[src/design/priority_fifo_replacement_macros.svh]
//------------------------------------------------------------------------------
// Priority FIFO replacement assertion macros
// Shared assertion forms used by the top level.
//------------------------------------------------------------------------------
`ifndef PRIORITY_FIFO_REPLACEMENT_MACROS_SVH
`define PRIORITY_FIFO_REPLACEMENT_MACROS_SVH

// Checks that an implication holds at every clock edge outside reset.
`define PFR_ASSERT_IMPL(label, clk, rst, ante, cons) \
  label: assert property (@(posedge clk) disable iff (rst) (ante) |-> (cons)) \
    else $error("assertion failed");

// Checks that an implication holds in the next cycle outside reset.
`define PFR_ASSERT_NEXT(label, clk, rst, ante, cons) \
  label: assert property (@(posedge clk) disable iff (rst) (ante) |=> (cons)) \
    else $error("assertion failed");

`endif

[src/design/pfr_pkg.sv]
//------------------------------------------------------------------------------
// Priority FIFO replacement package
// Shared types, codes and constants.
//------------------------------------------------------------------------------
package pfr_pkg;

  localparam int SlotCountDefault = 1024;
  localparam int MaxEvictDefault  = 64;
  localparam int SlotW            = 10;
  localparam int LimitW           = 11;
  localparam logic [LimitW-1:0] LimitReset = 11'd1024;

  typedef enum logic [1:0] {
    OP_INSERT  = 2'd0,
    OP_REFRESH = 2'd1,
    OP_ERASE   = 2'd2,
    OP_STALE   = 2'd3
  } op_t;

  localparam logic [1:0] Q_FRESH = 2'd0;
  localparam logic [1:0] Q_STALE = 2'd1;
  localparam logic [1:0] Q_UNSOL = 2'd2;

  typedef struct packed {
    logic [1:0]       op;
    logic [SlotW-1:0] slot;
    logic [1:0]       entry_class;
  } item_in_t;

  typedef struct packed {
    logic [SlotW-1:0] evicted_slot;
    logic [1:0]       evicted_queue;
    logic             last;
  } item_out_t;

  // Classified command passed from front to back.
  typedef struct packed {
    logic [1:0]       op;
    logic [SlotW-1:0] slot;
    logic [1:0]       q;
  } cmd_t;

endpackage

[src/design/pfr_front.sv]
//------------------------------------------------------------------------------
// Priority FIFO replacement front end
// Accepts items, classifies them and queues commands for the back end.
//------------------------------------------------------------------------------
module pfr_front #(
  parameter int SLOT_COUNT = pfr_pkg::SlotCountDefault
) (
  input  logic               clk,
  input  logic               rst,
  input  logic               start,
  input  pfr_pkg::item_in_t  item_in,
  output logic               busy,
  output logic               cmd_valid,
  output pfr_pkg::cmd_t      cmd,
  input  logic               cmd_take
);

  pfr_pkg::cmd_t fifo [2];
  logic          wr_ptr;
  logic          rd_ptr;
  logic [1:0]    count;
  logic          accept;
  logic          in_range;
  logic          push;
  pfr_pkg::cmd_t incoming;

  assign busy      = (count == 2'd2);
  assign accept    = start && !busy;
  assign in_range  = ({22'd0, item_in.slot} < 32'(SLOT_COUNT));
  assign push      = accept && in_range;
  assign cmd_valid = (count != 2'd0);
  assign cmd       = fifo[rd_ptr];

  always_comb begin
    incoming.op   = item_in.op;
    incoming.slot = item_in.slot;
    incoming.q    = (item_in.entry_class == 2'd3) ? pfr_pkg::Q_UNSOL : item_in.entry_class;
  end

  always_ff @(posedge clk) begin
    if (push) begin
      fifo[wr_ptr] <= incoming;
    end
  end

  always_ff @(posedge clk) begin
    if (rst) begin
      wr_ptr <= 1'b0;
      rd_ptr <= 1'b0;
      count  <= 2'd0;
    end else begin
      if (push) begin
        wr_ptr <= ~wr_ptr;
      end
      if (cmd_take) begin
        rd_ptr <= ~rd_ptr;
      end
      count <= count + {1'b0, push} - {1'b0, cmd_take};
    end
  end

endmodule

[config.mk]
export PLATFORM = sky130hd
export DESIGN_NAME = pfr_front
export DESIGN_NICKNAME = d
export VERILOG_FILES = /design/src/design/priority_fifo_replacement_macros.svh /design/src/design/pfr_pkg.sv /design/src/design/pfr_front.sv
export SDC_FILE = /design/constraint.sdc
export NUM_CORES = 1
export LEC_CHECK = 0
export BUFFER_PORTS_ARGS = -buffer_cell sky130_fd_sc_hd__buf_2
export CAP_MARGIN = 10
export CORE_ASPECT_RATIO = 1.75
export CORE_MARGIN = 1.5
export CORE_UTILIZATION = 35
export DETAILED_ROUTE_END_ITERATION = 7
export PLACE_DENSITY = 0.58
export SLEW_MARGIN = 20
export SYNTH_ARGS = -nofsm -noshare
export SYNTH_HDL_FRONTEND = slang
export SYNTH_SLANG_ARGS = --single-unit
[constraint.sdc]
create_clock -name clk -period 4.1 [get_ports clk]
set_clock_uncertainty 0.05 [all_clocks]
set_input_delay 0.82 -clock clk [delete_from_list [all_inputs] [get_ports clk]]
set_output_delay 0.82 -clock clk [all_outputs]
set_load 0.05 [all_outputs]
**Word-level counts from Yosys, hierarchy flattened**

Memory sizes are Yosys's and may differ from the RTL's. A register that Yosys moved wholly into a read port is not among the register bits.
Cells that the tools add are included.

- Flip-flop bits (word level): 4
- Bits in writable memories: 28
- Output and inout port bits: 16
- Word-level logic and storage cells: 18
- Memories: 1

Memory list:

| name | depth | bits a word | rd ports | clocked after memory_dff | wr ports | RTL line | source |
|---|---|---|---|---|---|---|---|
| fifo | 2 | 14 | 1 | 1 | 1 | pfr_front.sv:18 | `pfr_pkg::cmd_t fifo [2];` |

- Add/sub/neg operators: 2
- Equal/unequal tests: 2
- Mux-type cells: 5
- Bitwise gates (word level): 2
- Reduce and logical (&&, ||, !) cells: 3

Operators by type and width:

| cell | count |
|---|---|
| $eq 2x2->1 const B | 2 |
| $mux 1 | 4 |
| $add 2x1->2 | 1 |
| $mux 2 | 1 |
| $not 1->1 | 2 |
| $reduce_bool 2->1 | 1 |
| $sub 2x1->2 | 1 |
| $logic_and 1x1->1 | 1 |
| $logic_not 1->1 | 1 |

**Logic depth before layout (Yosys ltp)**

- Depth in word-level cells: 5
- Depth in mapped cells: 8
- Mapped depth without buffers: 8

**Worst setup path after synthesis**

No wires, ideal clock.

- Path kind: in2reg
- Start point: input port start
- End point: memory fifo[0][0] in the netlist's numbering (enable)
- Data arrival time: 1504 ps
- Required time: 3696 ps
- Slack: 2193 ps
- Stages: 3
- Path buffers: 0
- Path through: inv_1 > or3_1 > inv_1

- Cells in the longest elaborated chain, start to end: 3

Ends and longest elaborated chain:

| what | RTL line | source |
|---|---|---|
| start, declared | pfr_front.sv:10 | `input logic start,` |
| $logic_and 1x1->1 | pfr_front.sv:28 | `assign accept = start && !busy;` |
| $mux 1 | pfr_front.sv:41 | `if (push) begin` |
| $mux 1 (implied by the code) | pfr_front.sv:42 | `fifo[wr_ptr] <= incoming;` |
| end, declared | pfr_front.sv:18 |  |

Every way passes these cells.

==> summary.md <==
| Metric | Value |
|---|---|
| Result of the run | completed |
| H-tree levels | 2 |
| Die width | roughly 48 µm |
| Synth warn | 0 |
| Routed length per instance | between 10 and 15 µm |
| Number of synthesized flops with an enable pin | 28 |
| Post-synth ARST share | 0% |
| First-pass GRT wire length | 2.76 mm |
| Worst hold path class | reg -> reg |
| Critical setup path kind | reg -> out |
| DIE AREA | 3930 µm² |
| Top cells by area, synth | edfxtp_1 (68%), mux2_2 (13%), dfxtp_1 (8.1%), ha_1 (2.0%), xnor2_1 (1.4%) |
| Layout cells sized above 1 | 54.1% |
| CTS clock-pin slew for the worst setup and hold paths | 0.06 ns |
| Share of the synthesized area in the top cell type | 67.7% |
| Post-Syn Area per Cell | approximately 18 µm² |
| Period minus WS final | ~2.5 ns |
| Routed Antenna Nets | 0 |
| Clock buffer depth | 2 |
| Synth-to-layout area growth | 25.1% |
| Inst Count DP | between 100 and 150 |
| Post-CTS sizing | 0 |
| Sequential Power Share | about 46% |
| Final setup TNS | 0 ns |
| CTS tree | done |
| Vias per cell | 4.35 |
| Initial Util | 36.6% |
| Tcrit/Tclk final | between 60 and 70% |
| Multi-input logic area | about 280 µm² |
| Sequential area share after synthesis | 75.7% |
| Clock Tree Root | clkbuf_8 |
| Post-CTS setup buffer count | 0 |
| TritonRoute pass-1 iters | 3 |
| Number of global-route vias before repair | 639 |
| Yosys reg bits | 33 |
| Largest stage delay, worst path | roughly 0.72 ns |
| CTS sink cnt | 33 |
| Hold path start | wr_ptr |
| Critical Path Sink Type | output port |
| Register area | 941 µm² |
| Peak supply drop | 0.340 mV |
| Comb power frac | approximately 27% |
| DRT iter0 DRCs | 5 |
| Worst EP arrival | approximately 1.6 ns |
| Clock latency on the worst-skew pair | 0.27 ns |
| FILL cells | 337 |
| Crit-path max FO | 14 |
| Number of port buffers | 33 |
| Commonest register cell after synthesis | edfxtp_1 |
| DR vias | 670 |
| Total grt overflow | 0 |
| Pin count of the biggest net entering global routing | 15 |
| RSZ-0062 raised after global routing | no |
| # rows | 28 |
| Final hold vios | 0 |
| Crit path cell chain | mux2_2 > buf_2 |
| Final setup vio count | 0 |
| GR Util All Layers | 10.7% |
| NetSw | 310 µW |
| Cell Int Power | 648 µW |
| Max cap viols | 0 |
| Area of the core | 3400 µm² |
| Drt drc | 0 |
| Cell taking the most area after synthesis | edfxtp_1 |
| Startpoint Class | flip-flop |
| Diode count | 0 |
| Total wire length | 1.82 mm |
| Boundary pin count | 34 |
| Leakage | 0.000622 µW |
| CP max-delay cell | dfxtp_1 |
| Net count, final | between 100 and 150 |
| CP required | 3.23 ns |
| Cts hold-fix bufs | 0 |
| Fmax | about 400 MHz |
| Unique masters post-synth | 19 |
| Antenna violations before repair | 0 |
| Worst-Margin Slew | between 0.6 and 0.7 ns |
| Clock share of power | 26.8% |
| FF-to-FF setup slack | 2.40 ns |
| Final Max Slew Viols | 0 |
| Syn Std Cell Area | 1240 µm² |
| CTS buffer count | 5 |
| R2R Path Start | count[0] |
| Total power | approximately 960 µW |
| Placer Congestion | between 0.6 and 0.7 |
| WP buf/inv | 1 |
| PD cells | 616 nW/µm² |
| Crit-path leading delay family | flip-flops |
| Switching Fraction | 32.4% |
| Die Ht | 81.8 µm |
| Worst rel slew slack | between 50 and 60% |
| HPWL after DPL | about 1.3 mm |
| Cells after Synth | 70 |
| Syn Nets | 90 |
| Fin cells | 154 |
-- flip-flops by register name (all words and copies together) (netlist names), named ones only --
| register | flops |
|---|---|
| fifo | 28 |
| count | 2 |
| rd_ptr | 1 |
| wr_ptr | 1 |
-- placed cells by master (no fill, tap or decap) --
master,n
nand2b_2,1
mux2_2,14
edfxtp_1,28
o21ai_0,1
and3_2,1
dfxtp_1,5
nor2b_1,2
nor2_1,3
a21oi_1,1
nand2_1,1
buf_2,33
xnor2_1,2
or2_2,1
inv_1,3
clkinv_2,1
xor2_1,1
clkbuf_8,7
ha_1,2
inv_2,1
or3_1,1
-- synthesized netlist by cell type (2+ instances only) --
library cell   n
inv_1          3
ha_1           2
xnor2_1        2
dfxtp_1        5
edfxtp_1      28
nor2b_1        2
mux2_2        14
nor2_1         3
-- final timing paths --
kind | end | cells past startpoint
max reg2reg | fifo[0][3] | 4
max | cmd[12] | 2
min reg2reg | wr_ptr | 2
min | wr_ptr | 2
-- power by group through the flow --
| stage | clock, µW | sequential [µW] | combinational (µW) |
|---|---|---|---|
| after floorplan | 0 | 438 | 217 |
| after global placement | 0 | 445 | 262 |
| after detailed placement | 0 | 448 | 265 |
| after CTS | 266 | 441 | 266 |
| after global routing | 278 | 447 | 282 |
| final | 256 | 440 | 261 |
-- area by class of cell --
cell class                 instances  area share (%)
timing repair buffer              33            10.6
sequential                        33            60.5
inverter                           4           0.966
clock buffer                       7            6.20
multi-input combinational         31            17.7
tap                               45            3.62
clock inverter                     1           0.322
-- per-stage QoR --
stage               worst slack [ns]  utilization [%]  hold WS, ns  instance area, µm²
detailed placement              1.86             42.7        0.435                1450
CTS                             1.55             45.7        0.444                1550
global placement                1.88             42.7        0.425                1450
global route                    1.50             45.7        0.502                1550
floorplan                       2.19                -        0.401                1240
finish                          1.61             45.7        0.440                1550
-- worst min-delay path: cells and delay by family (launching register included) --
family,cells,cell delay [ns]
flops,1,0.31
compound gates,2,0.14
-- layer usage --
layer  GRT usage, %  vias up  wire (µm)
li1               -      329          -
met1           9.84      312        627
met2           17.7       24       1030
met3           4.84        5        116
met4           7.30        0         51
met5              0        -          0
-- logic make-up (layout without fill, tap and decap cells) --
family / count (synthesis) / count (layout) / synth area share (%)
AOI/OAI and AO/OA: 2 / 2 / 0.805
buffers and inverters: 6 / 45 / 2.11
adders and majority gates: 2 / 2 / 2.01
muxes: 14 / 14 / 12.7
DFF: 33 / 33 / 75.7
xor gates and xnor gates: 3 / 3 / 2.12
and+or+nand+nor: 10 / 10 / 4.53
(Power assumes the default switching activity.)
